--- src/design/lc3b_pkg.sv ---
`default_nettype none
// ----------------------------------------------------------------------------
// LC-3b datapath package
// Control word field positions, memory latency and shared types.
// ----------------------------------------------------------------------------
package lc3b_pkg;

  localparam int unsigned MemLatency = 5;
  localparam logic [3:0] MemReadyCount = 4'(MemLatency - 1);
  localparam logic [15:0] StartAddrReset = 16'h3000;
  localparam logic [2:0] LinkReg = 3'd7;

  typedef enum logic [1:0] {
    COND_NONE  = 2'd0,
    COND_READY = 2'd1,
    COND_BEN   = 2'd2,
    COND_ADDR  = 2'd3
  } cond_e;

  typedef enum logic [1:0] {
    ALU_ADD  = 2'd0,
    ALU_AND  = 2'd1,
    ALU_XOR  = 2'd2,
    ALU_PASS = 2'd3
  } aluk_e;

  typedef enum logic [1:0] {
    PCMUX_INC   = 2'd0,
    PCMUX_BUS   = 2'd1,
    PCMUX_ADDER = 2'd2,
    PCMUX_KEEP  = 2'd3
  } pcmux_e;

  typedef enum logic [1:0] {
    SHF_LEFT  = 2'd0,
    SHF_RIGHT = 2'd1,
    SHF_NONE  = 2'd2,
    SHF_ARITH = 2'd3
  } shf_e;

  typedef enum logic [1:0] {
    ADDR2_ZERO  = 2'd0,
    ADDR2_OFF6  = 2'd1,
    ADDR2_OFF9  = 2'd2,
    ADDR2_OFF11 = 2'd3
  } addr2_e;

  typedef struct packed {
    logic        ird;
    cond_e       cond;
    logic [5:0]  j;
    logic        ld_mar;
    logic        ld_mdr;
    logic        ld_ir;
    logic        ld_ben;
    logic        ld_reg;
    logic        ld_cc;
    logic        ld_pc;
    logic        drive_pc;
    logic        drive_mdr;
    logic        drive_alu;
    logic        drive_marmux;
    logic        drive_shf;
    pcmux_e      pcmux;
    logic        drmux;
    logic        sr1mux;
    logic        addr1mux;
    addr2_e      addr2mux;
    logic        marmux;
    aluk_e       aluk;
    logic        mio_en;
    logic        r_w;
    logic        word_op;
    logic        lshf1;
  } ctrl_t;

  typedef struct packed {
    logic [15:0] bus;
    logic [15:0] adder;
  } dp_t;

endpackage
`default_nettype wire

--- src/design/lc3b_exec.sv ---
`default_nettype none
// ----------------------------------------------------------------------------
// LC-3b execute logic
// Bus drivers: MARMUX (address adder or trap vector), PC, ALU, shifter and MDR path, with gate priority.
// ----------------------------------------------------------------------------
module lc3b_exec import lc3b_pkg::*; (
  input  var ctrl_t       ctrl_i,
  input  wire  [15:0]     pc_i,
  input  wire  [15:0]     ir_i,
  input  wire  [15:0]     mar_i,
  input  wire  [15:0]     mdr_i,
  input  wire  [15:0]     sr1_i,
  input  wire  [15:0]     sr2_i,
  input  wire  [15:0]     shsrc_i,
  output dp_t             dp_o
);

  logic [15:0] a1, a2, adder, alu_b, alu, shf, mdrv;
  logic [31:0] ext;

  always_comb begin
    a1 = ctrl_i.addr1mux ? sr1_i : pc_i;
    unique case (ctrl_i.addr2mux)
      ADDR2_OFF6:  a2 = {{10{ir_i[5]}}, ir_i[5:0]};
      ADDR2_OFF9:  a2 = {{7{ir_i[8]}}, ir_i[8:0]};
      ADDR2_OFF11: a2 = {{5{ir_i[10]}}, ir_i[10:0]};
      default:     a2 = 16'd0;
    endcase
    if (ctrl_i.lshf1) a2 = {a2[14:0], 1'b0};
    adder = a1 + a2;

    alu_b = ir_i[5] ? {{11{ir_i[4]}}, ir_i[4:0]} : sr2_i;
    unique case (ctrl_i.aluk)
      ALU_ADD:  alu = sr1_i + alu_b;
      ALU_AND:  alu = sr1_i & alu_b;
      ALU_XOR:  alu = sr1_i ^ alu_b;
      default:  alu = sr1_i;
    endcase

    ext = {{16{shsrc_i[15]}}, shsrc_i};
    unique case (shf_e'(ir_i[5:4]))
      SHF_LEFT:  shf = shsrc_i << ir_i[3:0];
      SHF_RIGHT: shf = shsrc_i >> ir_i[3:0];
      SHF_ARITH: shf = 16'(ext >> ir_i[3:0]);
      default:   shf = 16'd0;
    endcase

    if (ctrl_i.word_op) mdrv = mdr_i;
    else if (mar_i[0]) mdrv = {{8{mdr_i[15]}}, mdr_i[15:8]};
    else mdrv = {{8{mdr_i[7]}}, mdr_i[7:0]};

    dp_o.adder = adder;
    priority if (ctrl_i.drive_marmux)
      dp_o.bus = ctrl_i.marmux ? adder : {7'd0, ir_i[7:0], 1'b0};
    else if (ctrl_i.drive_pc)  dp_o.bus = pc_i;
    else if (ctrl_i.drive_alu) dp_o.bus = alu;
    else if (ctrl_i.drive_shf) dp_o.bus = shf;
    else if (ctrl_i.drive_mdr) dp_o.bus = mdrv;
    else dp_o.bus = 16'd0;
  end

endmodule
`default_nettype wire

--- src/design/lc3b_microcoded_datapath.sv ---
`default_nettype none
// ----------------------------------------------------------------------------
// LC-3b microcoded datapath
// Output: result registered on the edge that accepts the control word.
// Throughput: one control word per cycle, stalled by out_ready low or cfg_valid.
// Reset: PC to 16'h3000, flags to Z, registers and counters to zero.
// ----------------------------------------------------------------------------
module lc3b_microcoded_datapath import lc3b_pkg::*; (
  input  wire          clk_i,
  input  wire          rst_ni,
  input  wire          cfg_valid_i,
  output logic         cfg_ready_o,
  input  wire  [15:0]  start_address_i,
  input  wire          in_valid_i,
  output logic         in_ready_o,
  input  wire  [34:0]  control_word_i,
  input  wire  [15:0]  mem_read_data_i,
  output logic         out_valid_o,
  input  wire          out_ready_i,
  output logic [5:0]   next_state_o,
  output logic [15:0]  bus_value_o,
  output logic [15:0]  pc_value_o,
  output logic [14:0]  read_word_address_o,
  output logic [14:0]  write_word_address_o,
  output logic [15:0]  write_data_o,
  output logic         write_low_o,
  output logic         write_high_o
);

  ctrl_t       ctrl;
  dp_t         dp;
  logic [15:0] pc_q, ir_q, mar_q, mdr_q;
  logic [15:0] pc_d, mar_d, mdr_d;
  logic        n_q, z_q, p_q, ben_q, rdy_q;
  logic [3:0]  cnt_q, cnt_inc;
  logic [15:0] gpr_q [8];
  logic [5:0]  ns;
  logic        wlo, whi, fire;
  logic [2:0]  dr;

  assign ctrl       = ctrl_t'(control_word_i);
  assign in_ready_o = (!out_valid_o || out_ready_i) && !cfg_valid_i;
  assign cfg_ready_o = 1'b1;
  assign fire       = in_valid_i && in_ready_o;
  assign dr         = ctrl.drmux ? LinkReg : ir_q[11:9];
  assign cnt_inc    = cnt_q + 4'(ctrl.mio_en);

  lc3b_exec u_exec (
    .ctrl_i  (ctrl),
    .pc_i    (pc_q),
    .ir_i    (ir_q),
    .mar_i   (mar_q),
    .mdr_i   (mdr_q),
    .sr1_i   (ctrl.sr1mux ? gpr_q[ir_q[8:6]] : gpr_q[ir_q[11:9]]),
    .sr2_i   (gpr_q[ir_q[2:0]]),
    .shsrc_i (gpr_q[ir_q[8:6]]),
    .dp_o    (dp)
  );

  always_comb begin
    if (ctrl.ird) ns = {2'b00, ir_q[15:12]};
    else begin
      unique case (ctrl.cond)
        COND_READY: ns = ctrl.j | {4'd0, rdy_q, 1'b0};
        COND_BEN:   ns = ctrl.j | {3'd0, ben_q, 2'b00};
        COND_ADDR:  ns = ctrl.j | {5'd0, ir_q[11]};
        default:    ns = ctrl.j;
      endcase
    end
    wlo = 1'b0;
    whi = 1'b0;
    if (ctrl.mio_en && ctrl.r_w && rdy_q) begin
      wlo = ctrl.word_op || !mar_q[0];
      whi = ctrl.word_op || mar_q[0];
    end
    mar_d = ctrl.ld_mar ? dp.bus : mar_q;
    mdr_d = mdr_q;
    if (ctrl.ld_mdr) begin
      if (!ctrl.mio_en) begin
        if (ctrl.word_op) mdr_d = dp.bus;
        else if (mar_q[0]) mdr_d = {dp.bus[7:0], 8'd0};
        else mdr_d = {8'd0, dp.bus[7:0]};
      end else if (!ctrl.r_w && rdy_q) begin
        mdr_d = mem_read_data_i;
      end
    end
    pc_d = pc_q;
    if (ctrl.ld_pc) begin
      unique case (ctrl.pcmux)
        PCMUX_INC:   pc_d = pc_q + 16'd2;
        PCMUX_BUS:   pc_d = dp.bus;
        PCMUX_ADDER: pc_d = dp.adder;
        default:     pc_d = pc_q;
      endcase
    end
  end

  always_ff @(posedge clk_i or negedge rst_ni) begin
    if (!rst_ni) begin
      pc_q <= StartAddrReset;
      ir_q <= '0;
      mar_q <= '0;
      mdr_q <= '0;
      n_q <= 1'b0;
      z_q <= 1'b1;
      p_q <= 1'b0;
      ben_q <= 1'b0;
      rdy_q <= 1'b0;
      cnt_q <= '0;
      for (int i = 0; i < 8; i++) gpr_q[i] <= '0;
      out_valid_o <= 1'b0;
    end else begin
      if (cfg_valid_i) pc_q <= start_address_i;
      else if (fire) pc_q <= pc_d;
      if (fire) begin
        mar_q <= mar_d;
        mdr_q <= mdr_d;
        if (ctrl.ld_ir) ir_q <= dp.bus;
        if (ctrl.ld_ben)
          ben_q <= (ir_q[11] & n_q) | (ir_q[10] & z_q) | (ir_q[9] & p_q);
        if (ctrl.ld_reg) gpr_q[dr] <= dp.bus;
        if (ctrl.ld_cc) begin
          n_q <= dp.bus[15];
          z_q <= dp.bus == 16'd0;
          p_q <= !dp.bus[15] && dp.bus != 16'd0;
        end
        if (cnt_inc > MemReadyCount) begin
          cnt_q <= '0;
          rdy_q <= 1'b0;
        end else begin
          cnt_q <= cnt_inc;
          if (cnt_inc == MemReadyCount) rdy_q <= 1'b1;
        end
      end
      if (fire) out_valid_o <= 1'b1;
      else if (out_ready_i) out_valid_o <= 1'b0;
    end
  end

  always_ff @(posedge clk_i) begin
    if (fire) begin
      next_state_o         <= ns;
      bus_value_o          <= dp.bus;
      pc_value_o           <= pc_d;
      read_word_address_o  <= mar_d[15:1];
      write_word_address_o <= (wlo || whi) ? mar_q[15:1] : 15'd0;
      write_data_o         <= (wlo || whi) ? mdr_q : 16'd0;
      write_low_o          <= wlo;
      write_high_o         <= whi;
    end
  end

endmodule
`default_nettype wire

--- config.mk ---
export PLATFORM = sky130hd
export DESIGN_NAME = lc3b_microcoded_datapath
export DESIGN_NICKNAME = d
export VERILOG_FILES = /design/src/design/lc3b_pkg.sv /design/src/design/lc3b_exec.sv /design/src/design/lc3b_microcoded_datapath.sv
export SDC_FILE = /design/constraint.sdc
export NUM_CORES = 1
export LEC_CHECK = 0
export ABC_AREA = 1
export BUFFER_PORTS_ARGS = -buffer_cell sky130_fd_sc_hd__buf_2
export CORE_MARGIN = 1
export CORE_UTILIZATION = 50
export CTS_BUF_LIST = sky130_fd_sc_hd__clkbuf_2
export CTS_CLUSTER_DIAMETER = 80
export DETAILED_ROUTE_END_ITERATION = 16
export PLACE_DENSITY = 0.69
export SLEW_MARGIN = 5
export SYNTH_ARGS = -nofsm -noshare
export SYNTH_HDL_FRONTEND = slang
export SYNTH_SLANG_ARGS = --single-unit
--- constraint.sdc ---
create_clock -name clk_i -period 7 [get_ports clk_i]
set_input_delay 0.7 -clock clk_i [delete_from_list [all_inputs] [get_ports clk_i]]
set_output_delay 0.7 -clock clk_i [all_outputs]
set_load 0.01 [all_outputs]
==> tab_implementation.tex <==
\begin{tabular}{lr}
\hline
Metric & Value \\
\hline
\multicolumn{2}{l}{\textbf{Route}} \\
Drt drc & 0 \\
Number of nets still failing antenna checks after routing & 0 \\
DR pass1 iterations & 8 \\
Initial DRC count & between 2000 and 3000 \\
Total detailed-routing wirelength & approximately 76000 µm \\
Average wire per standard cell & 21.05 µm \\
Vias post-DR & between 20000 and 25000 \\
Routed via count divided by cell count & around 5.9 \\
\multicolumn{2}{l}{\textbf{Timing}} \\
Final number of max-transition violations & 0 \\
Setup repair after global routing missed its margin & false \\
Finish-stage setup viols & 0 \\
Layout Skew & about 0.063 ns \\
Highest clock frequency the design can meet & about 180 MHz \\
Final worst hold slack & roughly 0.090 ns \\
Setup\_tns & 0 ns \\
Final critical path time including I/O delays and setup & 5.602 ns \\
Count of endpoints failing hold in the final timing report & 0 \\
Final cycle utilization of the critical path & 0.8002 \\
Relative max-transition margin & 0.1595 \\
Actual transition at the worst max-transition pin & 1.259 ns \\
\multicolumn{2}{l}{\textbf{Yosys}} \\
Number of synthesis warnings & 0 \\
Post-synthesis register bit count & around 290 \\
Share of synthesized cell area in and, or, nand and nor gates & 0.2921 \\
Number of nets in the synthesized netlist & between 3000 and 4000 \\
Mapped Area & between 0.015 and 0.02 mm² \\
Proportion of synthesized chip area in sequential cells & 0.3843 \\
Number of flops mapped to enable cells by yosys & between 80 and 90 \\
Distinct cells, synth & 52 \\
Synthesized instance count & 2919 \\
Post-synth ARST share & 0.7014 \\
Area fraction in compound gates after synthesis & 0.1935 \\
Mapped Avg Cell Area & 6.812 µm² \\
Main combinational cell family by area after synthesis & simple AND/OR/NAND/NOR gates \\
Post-synthesis share of cell area spent on full adders, half adders and majority gates & 0.02341 \\
Mux cell area share after synthesis & 0.001133 \\
XOR/XNOR share of the synthesized area & 0.007488 \\
Leading register cell type out of synthesis & dfrtp\_1 \\
\multicolumn{2}{l}{\textbf{GRT}} \\
Overflow after GRT & 0 \\
Pin count of the biggest net entering global routing & 104 \\
Wire length of the first global-routing pass & approximately 120000 µm \\
Overall global routing resource usage & 0.3738 \\
Vias in the first global route & approximately 20000 \\
Number of antenna violations at the first check in global routing & 3 \\
\multicolumn{2}{l}{\textbf{Final layout}} \\
Finished Cell Area & 0.02184 mm² \\
Register cell area after layout & $\sim$0.0076 mm² \\
Total of fill cells in the finished design & 3845 \\
Layout Nets & 3147 \\
Synth-to-Final Area Change & 9.841\% \\
Number of non-filler instances in the completed layout & 3621 \\
Multi-input gate area & slightly above 0.01 mm² \\
Fraction of layout instances using a drive strength above 1 & 0.1223 \\
\multicolumn{2}{l}{\textbf{Critical path}} \\
CP endpoint kind & flop \\
Data arrival, critical path & roughly 6.5 ns \\
Critical path launch point type & flop \\
Req. time, crit path & around 7.9 ns \\
CP Max Fanout & 25 \\
Category of the most critical setup path & flop to flop \\
\multicolumn{2}{l}{\textbf{Clock network}} \\
Setup repair bufs after CTS & 0 \\
Number of buffers between clock root and the deepest sink & 3 \\
CTS H-Tree Depth & 3 \\
Cell at the root of the clock tree & clkbuf\_2 \\
Number of buffers created by CTS & 78 \\
Clk slew on worst S/H paths & around 0.11 ns \\
Clock tree from TritonCTS & done \\
Count of hold buffers inserted by post-cts repair & 40 \\
Post-CTS Resized & 0 \\
CTS Sinks & between 200 and 300 \\
Clock latency of the later-clocked register in the worst-skew pair & 1.00 ns \\
\multicolumn{2}{l}{\textbf{Job}} \\
Max capacitance violation total & 0 \\
\multicolumn{2}{l}{\textbf{Floorplanning}} \\
Die X & 201.4 µm \\
Die outline area & 0.04057 mm² \\
Starting density of the core & 0.5110 \\
Standard cell core area & roughly 0.039 mm² \\
Total number of placement rows & about 70 \\
Num ports & 161 \\
Chip height & between 200 and 250 µm \\
\multicolumn{2}{l}{\textbf{Pwr}} \\
Clk network pwr share & 0.139 \\
Internal power of the cells & 0.004289 W \\
Cell area power density & 416.3 mW/mm² \\
Overall power of the completed layout & between 0.009 and 0.01 W \\
Static leakage & between 10 and 15 nW \\
Net switching power & between 0.004 and 0.005 W \\
Share of power burned in registers & 0.284 \\
VDD IR-drop max & approximately 0.25 mV \\
Sw frac & 0.5283 \\
Proportion of power drawn by combinational gates & 0.577 \\
\multicolumn{2}{l}{\textbf{Hold path}} \\
Class of the tightest hold or removal check & primary input to flop \\
\multicolumn{2}{l}{\textbf{Place}} \\
Estimated wirelength of the detail-placed design & about 50000 µm \\
Placed cell count & 3437 \\
Placed instance area & just over 0.02 mm² \\
Count of input and output buffers & 159 \\
Final RePlAce weighted congestion & 0.9747 \\
\multicolumn{2}{l}{\textbf{Status}} \\
Status & finished, final reports clean \\
\hline
\end{tabular}
cells in the mapped netlist, types with 15 or more instances:
library cell  count  area share
nand2_1         867        0.16
o21ai_0         385       0.097
nand3_1         326       0.082
inv_1           278       0.052
dfrtp_1         199        0.25
a21oi_1         197       0.050
nor2_1          142       0.027
clkbuf_1        102       0.019
edfxtp_1         86        0.13
buf_2            50       0.013
ha_1             34       0.021
buf_1            23      0.0043
nand2_2          23      0.0072
o211ai_1         22      0.0083
o22ai_1          15      0.0047
layout by cell type, fill, tap and decap left out, drive strengths merged, types with 22 or more instances in the layout:
cell type	instances
ha	34
inv	286
clkinv	25
o211ai	22
nand3	338
nand2	890
dlygate4sd3	40
o21ai	396
a21oi	201
nor2	143
buf	187
edfxtp	86
dfrtp	199
clkbuf	119
cell families (layout without fill, tap and decap cells):
family,Yosys count,count (layout)
and+or+nand+nor,1391,1391
AOI/OAI and AO/OA,705,705
buffers and inverters,479,659
DFF,288,288
adders and majority gates,36,36
xor gates and xnor gates,17,17
muxes,2,2
other,1,5
area by class of cell:
class,count,share of cell area
Multi-Input combinational cell,2152,0.4716
Sequential cell,288,0.3501
Timing Repair Buffer,228,0.06513
Inverter,291,0.05012
Tap cell,518,0.02967
Clock buffer,118,0.02704
Clock inverter,22,0.005958
Antenna cell,4,0.0004583
metal layers:
metal	global-route usage	wire length, µm	vias up
met5	0	0	-
met4	0.1723	3274	0
met3	0.09556	9222	208
met2	0.5653	33420	1344
met1	0.5016	30320	10030
li1	-	-	9959
metrics by stage:
step	util	worst slack [ns]
global route	0.5612	1.114
floorplan	-	2.684
CTS	0.5610	1.736
detailed placement	0.5322	1.318
finish	0.5612	1.398
global placement	0.5322	1.477
sequential cells by signal, indices dropped and copies added (netlist names), 16 cells and up:
register      cells
mar_q            16
mdr_q            16
gpr_q           128
bus_value_o      16
pc_q             16
write_data_o     16
ir_q             16
pc_value_o       16
critical path, stage by stage (launching register included):
cell      delay, ns
dfrtp_2        0.37
clkinv_1       0.69
o21ai_0        0.30
a21oi_1        0.06
o32ai_1        0.83
ha_1           0.44
a21oi_1        0.24
nand2_1        0.15
nand3_1        0.10
nand3_1        0.14
a21o_1         0.21
o21ai_0        0.20
nand2_1        0.09
o211ai_1       0.19
nand3_1        0.12
nand2_1        0.08
nand2_1        0.61
nor2_1         0.27
nand2_1        0.07
nor2_1         0.12
nand2_1        0.07
nand2_1        0.06
nand2_1        0.05
final timing paths:
check                                   start              end  slack (ns)  cells after the start
min in group asynchronous              rst_ni       gpr_q[122]        0.33                      2
setup reg to reg                      ir_q[1]              p_q        1.40                     22
hold / removal             control_word_i[26]  next_state_o[0]        0.09                      3
hold reg to reg                           z_q              z_q        0.48                      2
max in group asynchronous              rst_ni          ir_q[9]        5.01                      3
setup / recovery                      ir_q[1]              p_q        1.40                     22
power by group through the flow:
stage / clock [W] / combinational [W] / sequential, W
2_1_floorplan: 0 / 0.00356 / 0.00252
3_3_place_gp: 0 / 0.00497 / 0.00258
3_5_place_dp: 0 / 0.00504 / 0.00260
4_1_cts: 0.00128 / 0.00507 / 0.00257
5_1_grt: 0.00137 / 0.00573 / 0.00263
6_report: 0.00127 / 0.00525 / 0.00258
Power figures use the tool's default switching activity.
